==> src/qenc_pkg.sv <==
// Shared types and constants for the quadrature encoder positioner.
// No dependencies; every other file imports this package.
`timescale 1ns / 1ps
`default_nettype none

package qenc_pkg;

    localparam int TENTHS_W   = 17;
    localparam int PPR_W      = 24;
    localparam int PROD_W     = TENTHS_W + PPR_W;
    localparam int ACC_W      = PROD_W + 1;
    localparam int IVL_W      = 16;
    localparam int POS_W      = 32;
    localparam int CFG_IDX_W  = 4;
    localparam int CFG_DATA_W = 24;

    localparam logic [CFG_IDX_W-1:0] CFG_PPR = 4'd0;
    localparam logic [CFG_IDX_W-1:0] CFG_IVL = 4'd1;

    localparam logic [PPR_W-1:0] PPR_RESET = 24'd14000;
    localparam logic [IVL_W-1:0] IVL_RESET = 16'd100;

    // Tenths of a degree per revolution, and that value less one.
    localparam logic signed [ACC_W-1:0] STEP_SCALE  = 42'sd3600;
    localparam logic signed [ACC_W-1:0] STEP_MARGIN = 42'sd3599;

    typedef enum logic [2:0] {
        REQ_NONE = 3'd0,
        REQ_MOVE = 3'd1,
        REQ_CW   = 3'd2,
        REQ_CCW  = 3'd3,
        REQ_STOP = 3'd4,
        REQ_ZERO = 3'd5
    } t_req;

    typedef enum logic [1:0] {
        MODE_STOP = 2'd0,
        MODE_CW   = 2'd1,
        MODE_CCW  = 2'd2
    } t_mode;

    typedef struct packed {
        logic                       enc_a;
        logic                       enc_b;
        logic                       ms_tick;
        t_req                       req;
        logic signed [TENTHS_W-1:0] tenths;
    } t_item;

    typedef struct packed {
        t_item             item;
        logic [PROD_W-1:0] prod;
    } t_staged;

    // Handshake enables that step the pipeline stages.
    typedef struct packed {
        logic ld_in;
        logic ld_mul;
        logic ld_out;
    } t_pipe_ctl;

endpackage

`default_nettype wire

==> src/qenc_target.sv <==
// Input register and move target product stage.
// Depends on qenc_pkg for the item types and widths.
`timescale 1ns / 1ps
`default_nettype none

module qenc_target
    import qenc_pkg::*;
(
    input  wire logic             i_clk,
    input  wire t_pipe_ctl        i_ctl,
    input  wire t_item            i_item,
    input  wire logic [PPR_W-1:0] i_ppr,
    output t_staged               o_staged
);

    t_item             r_item;
    t_staged           r_staged;
    logic [TENTHS_W-1:0] mag;

    // Magnitude of the angle; the most negative code still fits unsigned.
    always_comb begin
        if (r_item.tenths[TENTHS_W-1]) begin
            mag = TENTHS_W'(0) - r_item.tenths;
        end else begin
            mag = r_item.tenths;
        end
    end

    always_ff @(posedge i_clk) begin
        if (i_ctl.ld_in) begin
            r_item <= i_item;
        end
        if (i_ctl.ld_mul) begin
            r_staged.item <= r_item;
            r_staged.prod <= PROD_W'(mag) * PROD_W'(i_ppr);
        end
    end

    assign o_staged = r_staged;

endmodule

`default_nettype wire

==> src/qenc_track.sv <==
// Position, velocity and drive state with the result register.
// Depends on qenc_pkg; takes the staged item with its target product.
`timescale 1ns / 1ps
`default_nettype none

module qenc_track
    import qenc_pkg::*;
(
    input  wire logic             i_clk,
    input  wire logic             i_rst_n,
    input  wire t_pipe_ctl        i_ctl,
    input  wire t_staged          i_staged,
    input  wire logic [IVL_W-1:0] i_interval,
    output logic [POS_W-1:0]      o_position,
    output logic [POS_W-1:0]      o_velocity,
    output t_mode                 o_mode,
    output logic                  o_moving,
    output logic                  o_done
);

    logic                    r_last_a, n_last_a;
    logic                    r_last_b, n_last_b;
    logic [POS_W-1:0]        r_count, n_count;
    logic [POS_W-1:0]        r_latch, n_latch;
    logic [POS_W-1:0]        r_speed, n_speed;
    logic [IVL_W-1:0]        r_ticks, n_ticks;
    logic                    r_active, n_active;
    logic                    r_done, n_done;
    t_mode                   r_mode, n_mode;
    logic signed [ACC_W-1:0] r_goal, n_goal;
    logic signed [ACC_W-1:0] r_up, n_up;
    logic signed [ACC_W-1:0] r_dn, n_dn;

    logic a_chg, b_chg, phase, inc, dec;
    t_item item;

    assign item  = i_staged.item;
    assign a_chg = item.enc_a != r_last_a;
    assign b_chg = item.enc_b != r_last_b;
    assign phase = item.enc_a ^ item.enc_b;
    // Both channels changing at once cancel out.
    assign inc = ((a_chg & phase) | (b_chg & ~phase)) & ~(a_chg & b_chg);
    assign dec = ((a_chg & ~phase) | (b_chg & phase)) & ~(a_chg & b_chg);

    // The move is tracked as distance times 3600 against the exact product,
    // so the truncated target never has to be divided out: travelled reaches
    // trunc(P / 3600) exactly when 3600 * travelled + 3599 >= P.
    always_comb begin
        n_last_a = item.enc_a;
        n_last_b = item.enc_b;
        n_count  = r_count;
        n_latch  = r_latch;
        n_speed  = r_speed;
        n_ticks  = r_ticks;
        n_active = r_active;
        n_mode   = r_mode;
        n_goal   = r_goal;
        n_up     = r_up;
        n_dn     = r_dn;
        n_done   = 1'b0;

        if (inc) begin
            n_count = r_count + POS_W'(1);
            n_up    = r_up + STEP_SCALE;
            n_dn    = r_dn - STEP_SCALE;
        end else if (dec) begin
            n_count = r_count - POS_W'(1);
            n_up    = r_up - STEP_SCALE;
            n_dn    = r_dn + STEP_SCALE;
        end

        if (item.ms_tick) begin
            n_ticks = r_ticks + IVL_W'(1);
            if (n_ticks >= i_interval) begin
                n_speed = n_count - r_latch;
                n_latch = n_count;
                n_ticks = '0;
            end
        end

        case (item.req)
            REQ_MOVE: begin
                n_mode   = item.tenths[TENTHS_W-1] ? MODE_CCW : MODE_CW;
                n_goal   = $signed({1'b0, i_staged.prod});
                n_up     = STEP_MARGIN;
                n_dn     = STEP_MARGIN;
                n_active = 1'b1;
            end
            REQ_CW: begin
                n_mode   = MODE_CW;
                n_active = 1'b0;
            end
            REQ_CCW: begin
                n_mode   = MODE_CCW;
                n_active = 1'b0;
            end
            REQ_STOP: begin
                n_mode   = MODE_STOP;
                n_active = 1'b0;
            end
            REQ_ZERO: begin
                n_count = '0;
                n_latch = '0;
            end
            default: begin
            end
        endcase

        if (n_active && (n_up >= n_goal || n_dn >= n_goal)) begin
            n_active = 1'b0;
            n_mode   = MODE_STOP;
            n_done   = 1'b1;
        end
    end

    always_ff @(posedge i_clk) begin
        if (!i_rst_n) begin
            r_last_a <= 1'b0;
            r_last_b <= 1'b0;
            r_count  <= '0;
            r_latch  <= '0;
            r_speed  <= '0;
            r_ticks  <= '0;
            r_active <= 1'b0;
            r_done   <= 1'b0;
        end else if (i_ctl.ld_out) begin
            r_last_a <= n_last_a;
            r_last_b <= n_last_b;
            r_count  <= n_count;
            r_latch  <= n_latch;
            r_speed  <= n_speed;
            r_ticks  <= n_ticks;
            r_active <= n_active;
            r_done   <= n_done;
        end
    end

    always_ff @(posedge i_clk) begin
        if (!i_rst_n) begin
            r_mode <= MODE_STOP;
        end else if (i_ctl.ld_out) begin
            r_mode <= n_mode;
        end
    end

    always_ff @(posedge i_clk) begin
        if (i_ctl.ld_out) begin
            r_goal <= n_goal;
            r_up   <= n_up;
            r_dn   <= n_dn;
        end
    end

    assign o_position = r_count;
    assign o_velocity = r_speed;
    assign o_mode     = r_mode;
    assign o_moving   = r_active;
    assign o_done     = r_done;

endmodule

`default_nettype wire

==> src/quadrature_encoder_motor_positioner.sv <==
// Quadrature x4 decoder with velocity latch and degree-move positioner.
// Three register stages: input word, target product, result. A word passes
// through the input and the single 17x24 product register into the result;
// one word per cycle is sustained while the output is not stalled.
// Synchronous active-low reset stops the drive and clears position, velocity
// and the pipeline; configuration returns to 14000 pulses and 100 ticks.
`timescale 1ns / 1ps
`default_nettype none

module quadrature_encoder_motor_positioner
    import qenc_pkg::*;
(
    input  wire logic                       i_clk,
    input  wire logic                       i_rst_n,
    input  wire logic                       i_cfg_we,
    input  wire logic [CFG_IDX_W-1:0]       i_cfg_idx,
    input  wire logic [CFG_DATA_W-1:0]      i_cfg_data,
    input  wire logic                       i_in_valid,
    output logic                            o_in_ready,
    input  wire logic                       i_enc_a,
    input  wire logic                       i_enc_b,
    input  wire logic                       i_ms_tick,
    input  wire logic [2:0]                 i_req_type,
    input  wire logic signed [TENTHS_W-1:0] i_move_tenths_degrees,
    output logic                            o_out_valid,
    input  wire logic                       i_out_ready,
    output logic signed [POS_W-1:0]         o_position,
    output logic signed [POS_W-1:0]         o_velocity,
    output logic                            o_drive_in1,
    output logic                            o_drive_in2,
    output logic                            o_moving,
    output logic                            o_move_done
);

    logic [PPR_W-1:0] r_ppr;
    logic [IVL_W-1:0] r_ivl;
    logic             r_v_in, r_v_mul, r_v_out;
    t_pipe_ctl        ctl;
    t_item            item;
    t_staged          staged;
    t_mode            mode;
    logic [POS_W-1:0] position;
    logic [POS_W-1:0] velocity;

    always_ff @(posedge i_clk) begin
        if (!i_rst_n) begin
            r_ppr <= PPR_RESET;
            r_ivl <= IVL_RESET;
        end else if (i_cfg_we) begin
            if (i_cfg_idx == CFG_PPR) begin
                r_ppr <= i_cfg_data[PPR_W-1:0];
            end else if (i_cfg_idx == CFG_IVL) begin
                r_ivl <= i_cfg_data[IVL_W-1:0];
            end
        end
    end

    // Each stage loads when it is empty or its word moves on.
    always_comb begin
        ctl.ld_out = r_v_mul & (~r_v_out | i_out_ready);
        ctl.ld_mul = r_v_in & (~r_v_mul | ctl.ld_out);
        ctl.ld_in  = i_in_valid & o_in_ready;
    end

    assign o_in_ready = ~r_v_in | ctl.ld_mul;

    always_ff @(posedge i_clk) begin
        if (!i_rst_n) begin
            r_v_in  <= 1'b0;
            r_v_mul <= 1'b0;
            r_v_out <= 1'b0;
        end else begin
            if (ctl.ld_in) begin
                r_v_in <= 1'b1;
            end else if (ctl.ld_mul) begin
                r_v_in <= 1'b0;
            end
            if (ctl.ld_mul) begin
                r_v_mul <= 1'b1;
            end else if (ctl.ld_out) begin
                r_v_mul <= 1'b0;
            end
            if (ctl.ld_out) begin
                r_v_out <= 1'b1;
            end else if (i_out_ready) begin
                r_v_out <= 1'b0;
            end
        end
    end

    always_comb begin
        item.enc_a   = i_enc_a;
        item.enc_b   = i_enc_b;
        item.ms_tick = i_ms_tick;
        item.req     = t_req'(i_req_type);
        item.tenths  = i_move_tenths_degrees;
    end

    qenc_target u_target (
        .i_clk    (i_clk),
        .i_ctl    (ctl),
        .i_item   (item),
        .i_ppr    (r_ppr),
        .o_staged (staged)
    );

    qenc_track u_track (
        .i_clk      (i_clk),
        .i_rst_n    (i_rst_n),
        .i_ctl      (ctl),
        .i_staged   (staged),
        .i_interval (r_ivl),
        .o_position (position),
        .o_velocity (velocity),
        .o_mode     (mode),
        .o_moving   (o_moving),
        .o_done     (o_move_done)
    );

    assign o_out_valid = r_v_out;
    assign o_position  = $signed(position);
    assign o_velocity  = $signed(velocity);
    assign o_drive_in1 = (mode == MODE_CCW);
    assign o_drive_in2 = (mode == MODE_CW);

endmodule

`default_nettype wire

==> config.mk <==
export PLATFORM = sky130hd
export DESIGN_NAME = quadrature_encoder_motor_positioner
export DESIGN_NICKNAME = d
export VERILOG_FILES = /design/src/qenc_pkg.sv /design/src/qenc_target.sv /design/src/qenc_track.sv /design/src/quadrature_encoder_motor_positioner.sv
export SDC_FILE = /design/constraint.sdc
export NUM_CORES = 2
export LEC_CHECK = 0
export BUFFER_PORTS_ARGS = -buffer_cell sky130_fd_sc_hd__clkbuf_2
export CAP_MARGIN = 20
export CORE_ASPECT_RATIO = 2
export CORE_MARGIN = 2
export CORE_UTILIZATION = 50
export DETAILED_ROUTE_END_ITERATION = 7
export PLACE_DENSITY_LB_ADDON = 0.25
export SYNTH_ARGS = -nofsm -noshare
export SYNTH_HDL_FRONTEND = slang
export SYNTH_HIERARCHICAL = 1
export SYNTH_SLANG_ARGS = --single-unit
==> constraint.sdc <==
create_clock -name i_clk -period 14 [get_ports i_clk]
set_input_delay 4.2 -clock i_clk [delete_from_list [all_inputs] [get_ports i_clk]]
set_output_delay 4.2 -clock i_clk [all_outputs]
set_load 0.05 [all_outputs]
== Word level (Yosys, flattened, before mapping) ==
Cells that the tools add are included.

* $add $sub $neg: 9
* Multipliers: 1
* $lt $le $gt $ge: 3
* Equality and inequality tests: 10
* Mux-type cells: 27
* Bitwise gates (word level): 22
* Reduce and logical (&&, ||, !) cells: 16

{| class="wikitable"
|+ Operators with widths
! operator !! count
|-
| 42-bit two-way mux || 7
|-
| 32-bit two-way mux || 6
|-
| 42-bit by 13-bit adder with 42-bit output, second input constant || 2
|-
| 42-bit >= comparator || 2
|-
| 42-bit by 13-bit subtractor with 42-bit output, second input constant || 2
|-
| 17-bit by 24-bit multiplier with 41-bit output || 1
|-
| 32-bit by 1-bit adder with 32-bit output, second input constant || 1
|-
| 32-bit by 1-bit subtractor with 32-bit output, second input constant || 1
|-
| 32-bit subtractor || 1
|-
| 17-bit two-way mux || 1
|-
| 1-bit by 17-bit subtractor with 17-bit output, first input constant || 1
|-
| 16-bit by 1-bit adder with 16-bit output, second input constant || 1
|-
| 16-bit >= comparator || 1
|-
| 16-bit two-way mux || 1
|-
| 1-bit bitwise AND || 10
|-
| 2-bit nonzero test || 5
|-
| 3-bit AND reduction || 3
|-
| 1-bit two-way mux || 8
|-
| 2-bit one-hot mux with 4 select lines || 1
|-
| 3-bit by 2-bit == test with 1-bit output, second input constant || 2
|-
| 3-bit == test, second input constant || 2
|-
| 1-bit NOT || 6
|-
| 2-bit AND reduction || 3
|-
| 1-bit OR || 5
|-
| 13 further kinds || 15
|}

* Register bits: 374
* Input port bits: 56
* Output and inout port bits: 70

== Depth between registers and ports, before layout ==
* Word-level depth: 13
* Gate-level depth with buffers: 30
* Depth with buffers taken out: 27

== By module ==
Netlist, hierarchy kept.

{| class="wikitable"
|+ Modules (own cells, without submodules)
! module !! times used !! cells an instance !! area each (um^2) !! seq. area each (um^2)
|-
| qenc_track || 1 || 1,933 || 16,847.4 || 6,145.9
|-
| qenc_target || 1 || 1,715 || 16,213.0 || 2,612.5
|-
| quadrature_encoder_motor_positioner || 1 || 187 || 1,744.2 || 860.8
|}

== Worst setup path after synthesis ==
Ideal clock, no wire load.

* Path kind: input port to flip-flop
* From: input port i_out_ready
* To: register u_track.r_mode[0] (netlist: u_track/o_mode[0])
* Setup time: 0.118 ns
* Arrival time: 12.711 ns
* Data required time: 13.882 ns
* Setup slack: 1.171 ns
* Stages on the path: 8
* Buffers on the path: 0
* Path through: nor2b_1 nor2b_1 clkinv_1 nor3_1 inv_1 nor3_1 a211oi_1 o2111a_1

{| class="wikitable"
|+ RTL lines
! item !! line !! RTL
|-
| start: declaration || quadrature_encoder_motor_positioner.sv:26 || <nowiki>input wire logic i_out_ready,</nowiki>
|-
| end signal: assignment || qenc_track.sv:142 || <nowiki>r_mode <= n_mode;</nowiki>
|-
| end: declaration || qenc_track.sv:29 || <nowiki>t_mode r_mode, n_mode;</nowiki>
|}

== Worst setup path in the final report ==
* From: input port i_out_ready
* To: output port o_in_ready

* Word-level cells in the longest chain between the ends: 5

{| class="wikitable"
|+ RTL lines
! item !! line !! RTL
|-
| 1-bit OR || quadrature_encoder_motor_positioner.sv:60 || <nowiki>ctl.ld_out = r_v_mul & (~r_v_out | i_out_ready);</nowiki>
|-
| 1-bit bitwise AND || quadrature_encoder_motor_positioner.sv:60 ||
|-
| 1-bit OR || quadrature_encoder_motor_positioner.sv:61 || <nowiki>ctl.ld_mul = r_v_in & (~r_v_mul | ctl.ld_out);</nowiki>
|-
| 1-bit bitwise AND || quadrature_encoder_motor_positioner.sv:61 ||
|-
| 1-bit OR || quadrature_encoder_motor_positioner.sv:65 || <nowiki>assign o_in_ready = ~r_v_in | ctl.ld_mul;</nowiki>
|-
| end: declaration || quadrature_encoder_motor_positioner.sv:19 || <nowiki>output logic o_in_ready,</nowiki>
|}

Every way passes these cells.

==> metrics.md <==
| Metric | Value |
|---|---|
| Area after DPL | 35800 sq um |
| CP max-delay cell | nor2b_1 |
| Post-Syn Area | 34300 sq um |
| Hold_ws | 0.422 ns |
| Crit path capture type | output port |
| Hold Path Depth | 0 |
| CTS tree | built |
| Worst EP required | 9.80 ns |
| CP Launch Type | input pin |
| Worst Hold Class | reg -> reg |
| Drt pass-1 iters | 7 |
| Area of the core | 67900 sq um |
| CP Cell Sequence | clkbuf_2 -> nor2b_1 -> nand3_1 -> clkbuf_2 |
| Post-CTS sizing | 0 |
| Fin nets | 4488 |
| Reg2Reg Setup Slack | between 5 and 6 ns |
| Via count | 27236 |
| Critical path fanouts, max | 6 |
| Ports | 126 |
| MaxCap Viol Count | 0 |
| Final setup viols | 0 |
| Register clock-pin slew on the reported worst setup and hold paths | 0.07 ns |
| Die Width | 189 um |
| CTS Buffer Depth | 3 |
| Crit path DAT | between 5 and 6 ns |
| Power Density | 200 nW/um^2 |
| WL final | 95600 um |
| Total power | 7.40 mW |
| Fill cell count | approximately 6300 |
| Vias per cell | approximately 5.7 |
| Leakage | 16.7 nW |
| Ant diodes | 0 |
| Grt total ovfl | 0 |
| Initial Util | 50.5% |
| Worst-Margin Slew | approximately 1.1 ns |
| Postcts setup bufs | 0 |
| Max stage delay on crit path | a little over 0.5 ns |
| RSZ-0062 raised after global routing | no |
| Clock latency at the later pin of the worst-skew pair | 0.58 ns |
| Antenna violations before repair | 1 |
| R2r worst-path depth | 24 |
| Iter 0 DRT Violations | 1358 |
| Pin count of the biggest net entering global routing | 83 |
| Clock root cell | clkbuf_16 |
| Syn Area/Cell | approximately 9 sq um |
| Max IR drop VDD | about 470 uV |
| Final Instance Area | 37100 sq um |
| Max Clock Freq | 106 MHz |
| Syn_nets | 4459 |
| Remaining antenna violation count | 0 |
| Status | finished clean |
| Final period util | between 60% and 70% |
| Number of synthesis warnings | 6 |
| Drt wl/cell | 20.1 um |
| Commonest non-fill, non-tap cells in the layout | inv_1, nand2_1, fa_1, ha_1, nor2_1 |
| First-pass GRT wire length | 150000 um |
| Crit-path most repeated cell | clkbuf_2 |
| Placer Congestion | 0.929 |
| TritonCTS buffer count | 36 |
| Sink Count | 358 |
| Register area | 9140 sq um |
| IO buf count | roughly 130 |
| Total track usage | 27.2% |
| Share of layout cells above drive strength 1 | 7.92% |
| Min cycle time layout | 9.43 ns |
| Die Area | slightly above 70000 sq um |
| Post-DP HPWL | 73500 um |
| Drt drc | 0 |
| Setup TNS | 0 ns |
| Final Hold Violating Endpoints | 0 |
| Synth-to-Final Area Change | 7.95% |
| Commonest non-fill, non-tap cell in the layout | inv_1 |
| Relative max-transition margin | 27.7% |
| Mapped Cells | 3819 |
| Die Ht | 375 um |
| Htree depth | 2 |
| Multi-input logic area | 22600 sq um |
| Crit path kind | in -> out |
| Vias in the first global route | 28397 |
| Post-layout util | a little over half |
| Core Rows | roughly 140 |
| # hold bufs at CTS | 0 |
| Worst Clk Skew | 0.0295 ns |
| Max-slew violations | 0 |
==> routing by layer <==
layer,track usage [%],vias up,wire length (um)
li1,-,12702,-
met1,25.6,13418,31500
met2,53.0,759,52800
met3,2.96,357,3500
met4,19.6,0,7760
met5,0,-,0
==> registers in the layout (all words and copies together) (netlist names) <==
| name | cells |
|---|---|
| r_ppr | 24 |
| u_track/o_velocity | 32 |
| u_track/r_latch | 32 |
| r_ivl | 16 |
| u_track/r_goal | 42 |
| u_track/o_done | 1 |
| u_target/r_item | 23 |
| u_track/o_moving | 1 |
| r_v_in | 1 |
| r_v_mul | 1 |
| u_target/o_staged | 48 |
| u_track/r_ticks | 16 |
| o_out_valid | 1 |
| u_track/r_last_a | 1 |
| u_track/r_last_b | 1 |
| u_track/r_dn | 42 |
| u_track/o_mode | 2 |
| u_track/o_position | 32 |
| u_track/r_up | 42 |
==> path summary, 6_finish.rpt <==
| check | start | endpoint |
|---|---|---|
| setup reg to reg | u_target/r_item[8] | u_target/o_staged[37] |
| hold reg to reg | u_target/r_item[17] | u_target/o_staged[58] |
| setup / recovery | i_out_ready | o_in_ready |
| hold / removal | u_target/r_item[17] | u_target/o_staged[58] |
==> through the flow <==
step	std cells	setup slack [ns]
finish	4765	4.57
floorplan	3819	1.17
global placement	4700	4.59
detailed placement	4700	4.56
CTS	4765	4.56
global route	4765	4.45
==> layout make-up <==
type                       instances  area share (%)
tap                              890            3.01
sequential                       358            24.7
clock inverter                    16           0.480
timing repair buffer             161            2.42
multi-input combinational       2734            61.0
inverter                         557            5.65
clock buffer                      49            2.81
==> where the power goes <==
part | switching, mW | internal (mW) | total [mW] | leakage [nW]
logic | 3.11 | 1.86 | 4.96 | 13.0
clock network | 0.437 | 0.582 | 1.02 | 0.604
registers | 0.0446 | 1.37 | 1.42 | 3.12
total | 3.59 | 3.81 | 7.40 | 16.7
==> critical path, delay by kind of cell <==
family,cells,cell delay [ns]
AND/OR/NAND/NOR,2,0.68
buffers and inverters,2,0.35
No activity file was read; power rests on OpenSTA's default activity.
